## config.mk

```make
export PLATFORM = sky130hd
export DESIGN_NAME = timed_output_pattern_player_core
export DESIGN_NICKNAME = d
export VERILOG_FILES = /design/src/sv/tops_pkg.sv /design/src/sv/tops_engine.sv /design/src/sv/tops_outbuf.sv /design/src/sv/timed_output_pattern_player_core.sv
export VERILOG_INCLUDE_DIRS = /design/src /design/src/sv
export SDC_FILE = /design/constraint.sdc
export NUM_CORES = 1
export LEC_CHECK = 0
export BUFFER_PORTS_ARGS = -buffer_cell sky130_fd_sc_hd__buf_4
export CAP_MARGIN = 20
export CORE_UTILIZATION = 40
export CTS_CLUSTER_DIAMETER = 50
export DETAILED_ROUTE_END_ITERATION = 6
export PLACE_DENSITY_LB_ADDON = 0.25
export SYNTH_ARGS = -nofsm -noshare
export SYNTH_HDL_FRONTEND = slang
export SYNTH_SLANG_ARGS = --single-unit
```

## constraint.sdc

```tcl
create_clock -name i_clk -period 11.6 [get_ports i_clk]
set_clock_uncertainty 0.15 [all_clocks]
set_input_delay 1.16 -clock i_clk [delete_from_list [all_inputs] [get_ports i_clk]]
set_output_delay 1.16 -clock i_clk [all_outputs]
set_load 0.05 [all_outputs]
```

## src/sv/assert_macros.svh

```systemverilog
// Assertion helpers shared by the RTL modules.
`ifndef ASSERT_MACROS_SVH
`define ASSERT_MACROS_SVH

// Checked on every rising edge of i_clk while reset is released.
`define ASSERT_CLK(label, prop, msg) \
    label: assert property (@(posedge i_clk) disable iff (!i_rst_n) (prop)) \
        else $error(msg);

// Checked on every rising edge of i_clk, reset included.
`define ASSERT_ALWAYS(label, prop, msg) \
    label: assert property (@(posedge i_clk) (prop)) else $error(msg);

`endif

```

## src/sv/tops_pkg.sv

```systemverilog
`timescale 1ns / 1ps

package tops_pkg;

    // Command codes carried on the input tuser.
    localparam logic [1:0] CMD_TICK   = 2'd0;
    localparam logic [1:0] CMD_START  = 2'd1;
    localparam logic [1:0] CMD_MANUAL = 2'd2;

    // Configuration register indexes.
    localparam logic REG_UNIT_NUMBER = 1'b0;

    localparam int STEP_TIME_W = 13;
    localparam int IN_TDATA_W  = 40;
    localparam int OUT_TDATA_W = 16;

    typedef logic [STEP_TIME_W-1:0] t_step_time;

    typedef struct packed {
        t_step_time ms;
        logic       level;
    } t_step;

    // One result item, as it leaves the block.
    typedef struct packed {
        logic [4:0] step_index;
        logic [1:0] pattern_number;
        logic       playing;
        logic       output_level;
    } t_result;

    localparam logic [4:0] STEP_COUNTS [4] = '{5'd8, 5'd25, 5'd18, 5'd12};

    localparam t_step_time FIRST_TIMES [8] = '{
        13'd0, 13'd100, 13'd500, 13'd1000, 13'd2000, 13'd2500, 13'd3500, 13'd5000
    };

    localparam logic [1:0] FOURTH_OFFSETS [4] = '{2'd0, 2'd3, 2'd1, 2'd2};

    function automatic logic [4:0] step_count(input logic [1:0] pat);
        return STEP_COUNTS[pat];
    endfunction

    function automatic t_step_time fourth_time(input logic [3:0] k);
        t_step_time ms;
        unique case (k)
            4'd0:    ms = 13'd0;
            4'd1:    ms = 13'd100;
            4'd2:    ms = 13'd500;
            4'd3:    ms = 13'd600;
            4'd4:    ms = 13'd1100;
            4'd5:    ms = 13'd1200;
            4'd6:    ms = 13'd1700;
            4'd7:    ms = 13'd1800;
            4'd8:    ms = 13'd2300;
            default: ms = 13'd2400;
        endcase
        return ms;
    endfunction

    // Start time and level of step k of pattern pat for the given unit number.
    function automatic t_step step_info(input logic [1:0] pat, input logic [4:0] k,
                                        input logic [1:0] unit);
        t_step      s;
        logic [5:0] k_plus_u;
        k_plus_u = {1'b0, k} + {4'b0, unit};
        unique case (pat)
            2'd0: begin
                s.ms    = FIRST_TIMES[k[2:0]];
                s.level = ~k[0];
            end
            2'd1: begin
                s.ms    = (k == 5'd0) ? '0 : {7'b0, k_plus_u} * 13'd100;
                s.level = k[0];
            end
            2'd2: begin
                if (k >= 5'd17) begin
                    s.ms    = 13'd4000;
                    s.level = 1'b0;
                end else begin
                    s.ms = {8'b0, k} * 13'd200;
                    if (k >= 5'd15) begin
                        s.level = 1'b1;
                    end else if (unit < 2'd2) begin
                        s.level = k[0];
                    end else begin
                        s.level = ~k[0];
                    end
                end
            end
            default: begin
                if (k >= 5'd11) begin
                    s.ms    = 13'd4500;
                    s.level = 1'b0;
                end else if (k == 5'd10) begin
                    s.ms    = 13'd3000;
                    s.level = 1'b1;
                end else begin
                    s.ms    = fourth_time(k[3:0])
                            + {11'b0, FOURTH_OFFSETS[unit]} * 13'd100;
                    s.level = ~k[0];
                end
            end
        endcase
        return s;
    endfunction

endpackage

```

## src/sv/tops_engine.sv

```systemverilog
`timescale 1ns / 1ps
`include "assert_macros.svh"

module tops_engine
    import tops_pkg::*;
#(
    parameter int TIME_WIDTH = 32
) (
    input  logic       i_clk,
    input  logic       i_rst_n,
    input  logic       i_accept,
    input  logic [1:0] i_cmd,
    input  logic [31:0] i_now_ms,
    input  logic [2:0] i_tgt,
    input  logic       i_lvl,
    input  logic [1:0] i_unit,
    output t_result    o_result
);

    logic                  r_running;
    logic [1:0]            r_active;
    logic [4:0]            r_next_step;
    logic [TIME_WIDTH-1:0] r_start;
    logic                  r_drive;

    logic                  n_running;
    logic [1:0]            n_active;
    logic [4:0]            n_next_step;
    logic [TIME_WIDTH-1:0] n_start;
    logic                  n_drive;

    logic [TIME_WIDTH-1:0] now_t;
    logic [TIME_WIDTH-1:0] elapsed;
    logic                  is_start;
    logic [1:0]            info_pat;
    logic [4:0]            info_step;
    t_step                 info;

    assign now_t     = TIME_WIDTH'(i_now_ms);
    assign elapsed   = now_t - r_start;
    assign is_start  = (i_cmd == CMD_START);
    // Start looks up step 0 of the requested pattern, a tick the pending step.
    assign info_pat  = is_start ? i_tgt[1:0] : r_active;
    assign info_step = is_start ? 5'd0 : r_next_step;
    assign info      = step_info(info_pat, info_step, i_unit);

    always_comb begin
        n_running   = r_running;
        n_active    = r_active;
        n_next_step = r_next_step;
        n_start     = r_start;
        n_drive     = r_drive;
        if (i_accept) begin
            unique case (i_cmd)
                CMD_TICK: begin
                    if (r_running) begin
                        if (r_next_step >= step_count(r_active)) begin
                            n_running = 1'b0;
                            n_drive   = 1'b0;
                        end else if (elapsed >= TIME_WIDTH'(info.ms)) begin
                            n_drive     = info.level;
                            n_next_step = r_next_step + 5'd1;
                        end
                    end
                end
                CMD_START: begin
                    if (!i_tgt[2] && !(r_running && r_active == i_tgt[1:0])) begin
                        n_running   = 1'b1;
                        n_active    = i_tgt[1:0];
                        n_start     = now_t;
                        n_drive     = info.level;
                        n_next_step = 5'd1;
                    end
                end
                CMD_MANUAL: begin
                    if ((!r_running || i_lvl) && i_tgt == 3'd0) begin
                        n_running = 1'b0;
                        n_drive   = i_lvl;
                    end
                end
                default: begin
                end
            endcase
        end
    end

    always_ff @(posedge i_clk) begin
        if (!i_rst_n) begin
            r_running   <= 1'b0;
            r_active    <= '0;
            r_next_step <= '0;
            r_start     <= '0;
            r_drive     <= 1'b0;
        end else begin
            r_running   <= n_running;
            r_active    <= n_active;
            r_next_step <= n_next_step;
            r_start     <= n_start;
            r_drive     <= n_drive;
        end
    end

    // The result shows the state as it stands after this item.
    always_comb begin
        o_result.output_level   = n_drive;
        o_result.playing        = n_running;
        o_result.pattern_number = n_running ? n_active : 2'd0;
        o_result.step_index     = n_running ? n_next_step : 5'd0;
    end

    `ASSERT_CLK(a_step_in_range,
        r_running |-> (r_next_step != 5'd0) && (r_next_step <= step_count(r_active)),
        "pending step out of range while playing")
    `ASSERT_CLK(a_start_takes_effect,
        (i_accept && i_cmd == CMD_START && !i_tgt[2]) |=>
            (r_running && r_active == $past(i_tgt[1:0])),
        "valid start did not leave the pattern running")
    `ASSERT_CLK(a_manual_low_ignored,
        (i_accept && r_running && i_cmd == CMD_MANUAL && !i_lvl) |=> r_running,
        "manual low stopped playback")

endmodule

```

## src/sv/tops_outbuf.sv

```systemverilog
`timescale 1ns / 1ps
`include "assert_macros.svh"

module tops_outbuf
    import tops_pkg::*;
(
    input  logic    i_clk,
    input  logic    i_rst_n,
    input  logic    i_push,
    input  t_result i_result,
    output logic    o_ready,
    output logic    o_valid,
    input  logic    i_ready,
    output t_result o_result
);

    t_result    r_mem [2];
    logic       r_wr_ptr;
    logic       r_rd_ptr;
    logic [1:0] r_count;

    logic       pop;

    assign o_ready  = (r_count != 2'd2);
    assign o_valid  = (r_count != 2'd0);
    assign pop      = o_valid && i_ready;
    assign o_result = r_mem[r_rd_ptr];

    always_ff @(posedge i_clk) begin
        if (i_push) begin
            r_mem[r_wr_ptr] <= i_result;
        end
    end

    always_ff @(posedge i_clk) begin
        if (!i_rst_n) begin
            r_wr_ptr <= 1'b0;
            r_rd_ptr <= 1'b0;
            r_count  <= 2'd0;
        end else begin
            if (i_push) begin
                r_wr_ptr <= ~r_wr_ptr;
            end
            if (pop) begin
                r_rd_ptr <= ~r_rd_ptr;
            end
            priority if (i_push && !pop) begin
                r_count <= r_count + 2'd1;
            end else if (pop && !i_push) begin
                r_count <= r_count - 2'd1;
            end
        end
    end

    `ASSERT_ALWAYS(a_count_bound, !i_rst_n || (r_count <= 2'd2), "output buffer count above two")
    `ASSERT_CLK(a_no_push_when_full, i_push |-> (r_count != 2'd2),
        "result written into a full output buffer")
    `ASSERT_CLK(a_pop_drains,
        (pop && !i_push) |=> (r_count == 2'($past(r_count) - 2'd1)),
        "transfer out did not drain the buffer")

endmodule

```

## src/sv/timed_output_pattern_player_core.sv

```systemverilog
`timescale 1ns / 1ps

// Timed output pattern player. The block drives one on/off output from four
// built-in timed patterns of 8, 25, 18 and 12 steps, selected by a start
// command, advanced by tick commands carrying the current millisecond time,
// and overridden by manual commands. Every accepted input transfer produces
// exactly one result transfer that reports the output level, whether a pattern
// is playing, the running pattern and the next step to apply. The block takes
// one input transfer per clock cycle whenever its two-entry output buffer has
// a free entry: all decisions for an item are a single step table lookup,
// one wrapping subtraction and two compares, done in the cycle the transfer
// is accepted, and the result is registered into that buffer, so a stalled
// downstream side stops input only after two results are waiting. The unit
// number register (address 0, reset value 3) shifts the step times of
// patterns one and three, picks the levels of pattern two, and should only
// be written while no results are outstanding.
module timed_output_pattern_player_core
    import tops_pkg::*;
#(
    parameter int TIME_WIDTH = 32
) (
    input  logic                   i_clk,
    input  logic                   i_rst_n,

    input  logic                   s_axis_tvalid,
    output logic                   s_axis_tready,
    // now_ms [31:0], target_index [34:32], manual_level [35], zero [39:36]
    input  logic [IN_TDATA_W-1:0]  s_axis_tdata,
    // command [1:0]
    input  logic [1:0]             s_axis_tuser,

    output logic                   m_axis_tvalid,
    input  logic                   m_axis_tready,
    // output_level [0], playing [1], pattern_number [3:2], step_index [8:4],
    // zero [15:9]
    output logic [OUT_TDATA_W-1:0] m_axis_tdata,

    input  logic                   psel,
    input  logic                   penable,
    input  logic                   pwrite,
    input  logic [2:0]             paddr,
    input  logic [31:0]            pwdata,
    output logic [31:0]            prdata,
    output logic                   pready
);

    logic [1:0] r_unit_number;
    logic    in_accept;
    t_result eng_result;
    t_result buf_result;

    // Configuration port: one register, decoded on the word address bit.
    assign pready = 1'b1;

    always_ff @(posedge i_clk) begin
        if (!i_rst_n) begin
            r_unit_number <= 2'd3;
        end else if (psel && penable && pwrite && pready && paddr[2] == REG_UNIT_NUMBER) begin
            r_unit_number <= pwdata[1:0];
        end
    end

    assign prdata = (paddr[2] == REG_UNIT_NUMBER) ? {30'b0, r_unit_number} : 32'b0;

    // An input transfer completes when the output buffer has room.
    assign in_accept = s_axis_tvalid && s_axis_tready;

    tops_engine #(
        .TIME_WIDTH(TIME_WIDTH)
    ) u_engine (
        .i_clk    (i_clk),
        .i_rst_n  (i_rst_n),
        .i_accept (in_accept),
        .i_cmd    (s_axis_tuser),
        .i_now_ms (s_axis_tdata[31:0]),
        .i_tgt    (s_axis_tdata[34:32]),
        .i_lvl    (s_axis_tdata[35]),
        .i_unit   (r_unit_number),
        .o_result (eng_result)
    );

    tops_outbuf u_outbuf (
        .i_clk    (i_clk),
        .i_rst_n  (i_rst_n),
        .i_push   (in_accept),
        .i_result (eng_result),
        .o_ready  (s_axis_tready),
        .o_valid  (m_axis_tvalid),
        .i_ready  (m_axis_tready),
        .o_result (buf_result)
    );

    assign m_axis_tdata = {7'b0, buf_result};

endmodule

```

Word level (Yosys, flattened, before mapping)

Memories as Yosys holds them, arrays and structs flattened. A register that Yosys moved wholly into a read port is not among the register bits.
Cells that the tools add are included.

Bits in registers: 47
RAM bits: 18
Memory bits (read-only): 264
Output and inout port bits: 51
Memories kept: 3

Memories:

| name            | depth | bits a word | rd ports | clocked after memory_dff | write ports | line              | RTL |
|---|---|---|---|---|---|---|---|
| (no name shown) | 16    | 10          | 1        | 0                        | 0           | tops_pkg.sv:46    | `unique case (k)` |
| (no name shown) | 8     | 13          | 1        | 0                        | 0           | tops_pkg.sv:69    | `s.ms = FIRST_TIMES[k[2:0]];` |
| u_outbuf.r_mem  | 2     | 9           | 1        | 1                        | 1           | tops_outbuf.sv:17 | `t_result r_mem [2];` |

$add $sub $neg: 6
$mul: 3
Magnitude comparators: 9
Equal/unequal tests: 7
Multiplexer cells: 51
Bitwise logic cells: 7
Reduce and logical (&&, ||, !) cells: 24

Operators by type and width:

| operator               | number |
|---|---|
| $mux W13               | 6 |
| $mux W5                | 9 |
| $mux W14               | 3 |
| $pmux W14 S3           | 1 |
| $ge A32 B13 Y1         | 1 |
| $sub A32 B32 Y32       | 1 |
| $mux W2                | 10 |
| $mux W1                | 17 |
| $add A13 B9 Y13        | 1 |
| $mul A6 B5 Y11 const B | 1 |
| $bmux W5 S2            | 1 |
| $ge A5 B4 Y1 const B   | 2 |
| $logic_and A1 B1 Y1    | 10 |
| $mul A5 B5 Y10 const B | 1 |
| $pmux W5 S2            | 1 |
| $mul A2 B5 Y7 const B  | 1 |
| $add A5 B2 Y6          | 1 |
| $ge A3 B3 Y1 const B   | 2 |
| $not A2 Y3             | 2 |
| $pmux W1 S3            | 2 |
| $add A5 B1 Y5 const B  | 1 |
| $eq A5 B4 Y1 const B   | 1 |
| $ge A5 B5 Y1           | 1 |
| $ge A5 B5 Y1 const B   | 1 |
| other kinds (19)       | 30 |

Logic depth before layout (Yosys ltp)

Gate-level depths: netlist (run 1).

Word-level depth: 17
Gate-level depth with buffers: 32
Gate-level depth less buffers: 30

By module

Synthesis (run 1) repeated with hierarchy kept, for this count alone.

Cells, all modules: 1002
Area, all modules: 7781.2 µm²

Modules (own cells, without submodules):

| module                           | instances | cells an instance | area each (µm²) | sequential area each (µm²) |
|---|---|---|---|---|
| tops_engine                      | 1         | 900               | 6498.7          | 820.8 |
| tops_outbuf                      | 1         | 50                | 867.1           | 640.6 |
| timed_output_pattern_player_core | 1         | 52                | 415.4           | 40.0 |

Worst setup path before layout (run 1)

OpenSTA, ideal clock, no wires.

Path kind: input to register
Start point: in s_axis_tuser[1]
End point: mem u_outbuf.r_mem[0][4] (netlist name) (data pin)
Library setup time: 0.281 ns
Arrival time: 7.525 ns
Slack: 3.644 ns
Stages on the path: 31
Path buffers: 2
Cells stage by stage: clkbuf_1 -> nand2b_1 -> clkbuf_1 -> nand2_1 -> inv_1 -> ha_1 -> inv_1 -> fa_1 -> xnor2_1 -> inv_1 -> ha_1 -> ha_1 -> ha_1 -> fa_1 -> a21o_1 -> a21o_1 -> a21o_1 -> a21oi_1 -> xor2_1 -> nor2_1 -> o21ai_0 -> ha_1 -> a2111oi_2 -> o2111ai_1 -> nor4_1 -> or3b_1 -> a2111oi_2 -> nand4b_1 -> o31ai_4 -> mux2i_1 -> nor3_1

RTL lines:

| item        | line                                   | RTL |
|---|---|---|
| from (decl) | timed_output_pattern_player_core.sv:30 | `input logic [1:0] s_axis_tuser,` |
| to (decl)   | tops_outbuf.sv:17                      |  |

==> results.ini, run 1 <==
[status]
status = complete, no violations

[cts]
ctsHoldBuffers = 0
post_cts_resized = 0
cts_tree = done
clk_pin_slew_worst_paths_ps = 60
clkLatencyLatePin_ps = 360
cts_buffer_depth = 2
clock-sinks = 66
htreeDepth = 3
cts-root-buf = clkbuf_16
post_cts_buffers = 0
cts_buffers = 9

[place]
io_buffers = 60
place_inst = 1258
gp_congestion = 0.915
dp_hpwl_um = 15400

[critical_path]
crit_family = compound AO/OA/AOI/OAI gates
r2r-start = u_engine.r_next_step[0]
rr_endpoint = u_outbuf.r_mem[0][5]
startpoint_type = primary input
reg2reg_depth = 28
cp-end-kind = register
cp.required_ps = 11500
cp_slowest_cell = fa_1
worst-path-buf-inv = 4
cp.arrival_ps = 8560
reg2reg_slack_ps = 3670
critPathMaxStageDelay_ps = 470
crit_top_cell = ha_1
path_class = primary input to register
worstPathMaxFanout = 11

[power]
power_frac_comb_pct = 43.6
leakage_nw = 3.69
seq_power_share_pct = 28.9
p_switching_w = 0.000405
power_density_nw_per_um2 = 116
switching_share_pct = 42.0
peakVddDrop_uv = 73.2
p_int_w = 0.000559
clockPowerShare_pct = 27.6

[route]
first_pass_iters = 6
drtIter0Drc = 626
avgRoutedWirePerCell_um = 15.5
vias_per_cell = 5.56
ant_nets = 0
via_count = 7083
drc = 0
routed_wl_um = 19700

[sta]
grt_setup_unrepaired = false
period_needed_ps = 8660
max_freq_mhz = 115
fin_setup_tns_ps = 0
min_period_over_period_pct = 74.7
slew_headroom_pct = 33.8
hold_viol_final = 0
final-setup-viol-count = 0
max_slew.worst_pin.slew_ps = 986
maxSlewViolCount = 0

[yosys]
ys_warn_count = 0
postSynth.asyncResetShare_pct = 0
syn_area_um2 = 7590
syn_inst = 997
synth_edf_count = 18
post_synth.cell_area_avg_um2 = 7.62
synth.top_cell.area_share_pct = 17.6
yosysUniqueCellTypes = 78
ys.flop_type = dfxtp_1
synth_area_leaders = ha_1 (18%), dfxtp_1 (13%), nand2_1 (7.3%), edfxtp_1 (7.1%), a21oi_1 (6.9%)
yosysSeqAreaShare_pct = 19.8
synth_top_cell_by_area = ha_1
synth-seq-cells = 66

[layout]
final_cell_mix = nand2_1 (147), ha_1 (107), a21oi_1 (105)
area_delta_synth_final_pct = 9.76
fill_cells = 1959
stdcell_count = 1274
antennaDiodeCount = 0
nNetsFinal = 1231
drive_gt1_share_pct = 10.9
final_common_cell = nand2_1
final_util_pct = 44.7

[worst_hold_path]
hp-start = u_engine.r_start[22]
whs_path_depth = 2
hold_path_class = register to register
hold_end = u_engine.r_start[22]

[floorplan]
core_um2 = 18600
chipHeight_um = 140
io_pins = 135
die_w_um = 140
rows = 50
die_area_um2 = 19500
initial_core_util_pct = 40.7

[global_routing]
antenna_found_initial = 0
grt_pass1_wl_um = 33000
grt_usage_pct = 20.8
grt_start_max_net_pins = 47
grt-ovfl-total = 0
first_global_vias = 6578

[flow_run]
maxCapViolCount = 0

-- per-layer routing --
layer	vias up	global-route usage (%)	wire [um]
li1	3546	-	-
met1	3304	27.7	9180
met2	207	34.7	9290
met3	26	3.03	897
met4	0	6.13	371
met5	-	0	0
-- cells by family (layout without fill, tap and decap cells) --
family,Yosys count,after routing,synth area share (%)
xor gates and xnor gates,47,47,5.42
DFF,66,66,19.8
buffers and inverters,139,146,9.25
and+or+nand+nor,318,318,18.9
muxes,19,19,2.65
adders and majority gates,112,112,19.0
other,2,38,0.0989
AOI/OAI and AO/OA,294,294,25.0
-- final cells by class --
| cell class | instances | area (um^2) | share of cell area, % |
|---|---|---|---|
| flip-flops and latches | 66 | 1500 | 18.0 |
| clock buffers | 9 | 225 | 2.70 |
| multi-input cells | 828 | 5530 | 66.4 |
| clock inverters | 7 | 55.1 | 0.661 |
| inverters | 66 | 248 | 2.97 |
| repair buffers | 64 | 480 | 5.77 |
| well taps | 234 | 293 | 3.51 |
-- worst max-delay path by stage --
stage	start	endpoint	slack, ps	depth (start not counted)
4_1_cts	s_axis_tuser[1]	u_outbuf.r_mem[0][5]	2960	30
3_5_place_dp	s_axis_tuser[1]	u_outbuf.r_mem[0][5]	2630	30
6_report	s_axis_tuser[1]	u_outbuf.r_mem[0][5]	2940	30
5_1_grt	s_axis_tuser[1]	u_outbuf.r_mem[0][5]	2430	30
2_1_floorplan	s_axis_tuser[1]	u_outbuf.r_mem[0][4]	3640	31
3_3_place_gp	s_axis_tuser[1]	u_outbuf.r_mem[0][4]	2640	30
-- metrics by stage --
stage	cell area (um^2)	total power (W)	hold slack [ps]	setup slack, ps
final	8330	0.000964	304	2940
after global routing	8330	0.00102	318	2430
after CTS	8330	0.000970	304	2960
after detailed placement	8050	0.000700	296	2630
after global placement	8050	0.000698	292	2640
after floorplan	7730	0.000611	286	3640
-- flip-flops by register name (all words and copies together) (netlist names), named ones only --
signal / flops
u_outbuf.r_wr_ptr: 1
r_unit_number: 2
u_outbuf.r_rd_ptr: 1
u_engine.r_start: 32
u_engine.r_running: 1
u_outbuf.r_mem: 18
u_engine.r_active: 2
u_outbuf.r_count: 2
u_engine.r_drive: 1
u_engine.r_next_step: 5
-- power groups by stage --
stage	clock (W)	combinational, W	sequential, W
after global placement	0	0.000415	0.000283
after detailed placement	0	0.000417	0.000283
after CTS	0.000272	0.000420	0.000278
after floorplan	0	0.000335	0.000275
after global routing	0.000279	0.000462	0.000281
final	0.000266	0.000420	0.000278
-- worst min-delay path: cells and delay by family (launching register included) --
family           cells  cell delay (ps)
AO/OA/AOI/OAI        1               50
flip-flops           1              310
AND/OR/NAND/NOR      1               50
-- Yosys cell counts, types with 18 or more instances --
cell type / number
ha_1: 107
a21o_1: 25
clkbuf_1: 22
xnor2_1: 30
dfxtp_1: 48
a31oi_1: 20
buf_4: 39
o21ai_0: 40
nand2_1: 147
inv_1: 64
nor2_1: 71
a21oi_1: 105
edfxtp_1: 18
Note: power is estimated with default switching activity, not from simulation.
==> inputs of run 2 (changes only) <==
==> constraint.sdc (replaced) <==
create_clock -name i_clk -period 8.8 [get_ports i_clk]
set_clock_uncertainty 0.15 [all_clocks]
set_input_delay 0.88 -clock i_clk [delete_from_list [all_inputs] [get_ports i_clk]]
set_output_delay 0.88 -clock i_clk [all_outputs]
set_load 0.05 [all_outputs]
==> run 2 against run 1 <==
Effect of this change: sequential cell count unchanged; worst setup slack worse by 2200 ps; highest routed layer unchanged; critical path depth stayed put; combinational power rose by 32%; global-route usage decreased by 0.060 points; largest power group unchanged; critical path type unchanged; routed wire length grew 0.65%; core utilization is 0.45 points higher; clock power is 50% higher.
==> results.ini, run 2 (synthesized netlist as in run 1, its figures left out) <==
[layout]
nNetsFinal = 1237
seq_area_um2 = 1500
multi_input_area_um2 = 5530
stdcell_count = 1280
final_cell_area_um2 = 8420
fill_cells = 1905
final_common_cell = nand2_1
drive_gt1_share_pct = 11.3
largest_reg_flops = 32
antennaDiodeCount = 0
largest_register = u_engine.r_start
area_delta_synth_final_pct = 10.9
largest_registers = u_engine.r_start (32), u_outbuf.r_mem (18), u_engine.r_next_step (5)
final_cell_mix = nand2_1 (147), ha_1 (107), a21oi_1 (105)

[place]
place_inst = 1264
dp_hpwl_um = 15400
io_buffers = 60
placed_area_um2 = 8100
gp_congestion = 0.907

[route]
vias_per_cell = 5.56
drtIter0Drc = 578
first_pass_iters = 5
via_count = 7111
drc = 0
ant_nets = 0
avgRoutedWirePerCell_um = 15.5
routed_wl_um = 19900

[critical_path]
cp-end-kind = register
crit_family = compound AO/OA/AOI/OAI gates
cp.required_ps = 8690
crit_top_cell = ha_1
reg2reg_slack_ps = 1220
critPathMaxStageDelay_ps = 480
path_class = primary input to register
startpoint_type = primary input
cp.arrival_ps = 7940
cp_slowest_cell = o31ai_4
cp_num_cells = 30
reg2reg_depth = 28
worstPathMaxFanout = 11
worst-path-buf-inv = 4

[floorplan]
io_pins = 135
die_w_um = 140
chipHeight_um = 140
die_area_um2 = 19500
rows = 50
initial_core_util_pct = 40.7
core_um2 = 18600

[global_routing]
grt_usage_pct = 20.7
grt-ovfl-total = 0
first_global_vias = 6641
antenna_found_initial = 0
grt_pass1_wl_um = 32900
grt_start_max_net_pins = 47

[power]
leakage_nw = 3.74
finalPower_w = 0.00132
power_density_nw_per_um2 = 157
peakVddDrop_uv = 95.2

[sta]
min_period_over_period_pct = 91.5
max_slew.worst_pin.slew_ps = 963
grt_setup_unrepaired = false
final-setup-viol-count = 0
slew_headroom_pct = 35.4
maxSlewViolCount = 0
fin_setup_tns_ps = 0
whs_ps = 301
period_needed_ps = 8050
max_freq_mhz = 124
hold_viol_final = 0

[cts]
cts-root-buf = clkbuf_16
post_cts_resized = 0
clk_pin_slew_worst_paths_ps = 50
htreeDepth = 3
cts_buffers = 9
cts_tree = done
ctsHoldBuffers = 0
clock-sinks = 66
post_cts_buffers = 0
clkLatencyLatePin_ps = 340
cts_buffer_depth = 2

[status]
status = complete, no violations

[worst_hold_path]
hold_path_class = register to register
whs_path_depth = 2

[flow_run]
maxCapViolCount = 0

-- run 2: tightest hold or removal path, cell delays in order, from the launching register on --
cell	delay [ps]
dfxtp_1	300
nand2_1	50
a21oi_1	50
-- run 2: routing by layer --
| metal | global-route usage [%] | part of all wire [%] | vias to the layer above |
|---|---|---|---|
| met5 | 0 | 0 | - |
| met4 | 5.26 | 1.6 | 0 |
| met3 | 2.89 | 4.8 | 34 |
| met2 | 35.3 | 48 | 217 |
| met1 | 27.4 | 46 | 3289 |
| li1 | - | - | 3571 |
-- run 2: worst paths after layout --
check / startpoint / to
min reg2reg: u_engine.r_start[18] / u_engine.r_start[18]
min: u_engine.r_start[18] / u_engine.r_start[18]
max reg2reg: u_engine.r_next_step[0] / u_outbuf.r_mem[0][5]
max: s_axis_tuser[1] / u_outbuf.r_mem[0][5]
-- run 2: cell type report --
class | count | area share (%)
repair buffers | 70 | 6.24
clock inverters | 7 | 1.11
well taps | 234 | 3.48
inverters | 66 | 2.94
clock buffers | 9 | 2.68
multi-input cells | 828 | 65.7
flip-flops and latches | 66 | 17.8
-- run 2: power by group --
part	leakage [nW]	internal, W	switching [W]
logic	3.02	0.000199	0.000356
clock network	0.153	0.000248	0.000151
registers	0.565	0.000346	0.0000207
-- run 2: through the flow --
stage	worst slack (ps)	util, %
final	751	45.1
after global routing	372	45.1
after floorplan	1120	-
after global placement	545	43.4
after CTS	846	45.1
after detailed placement	503	43.4
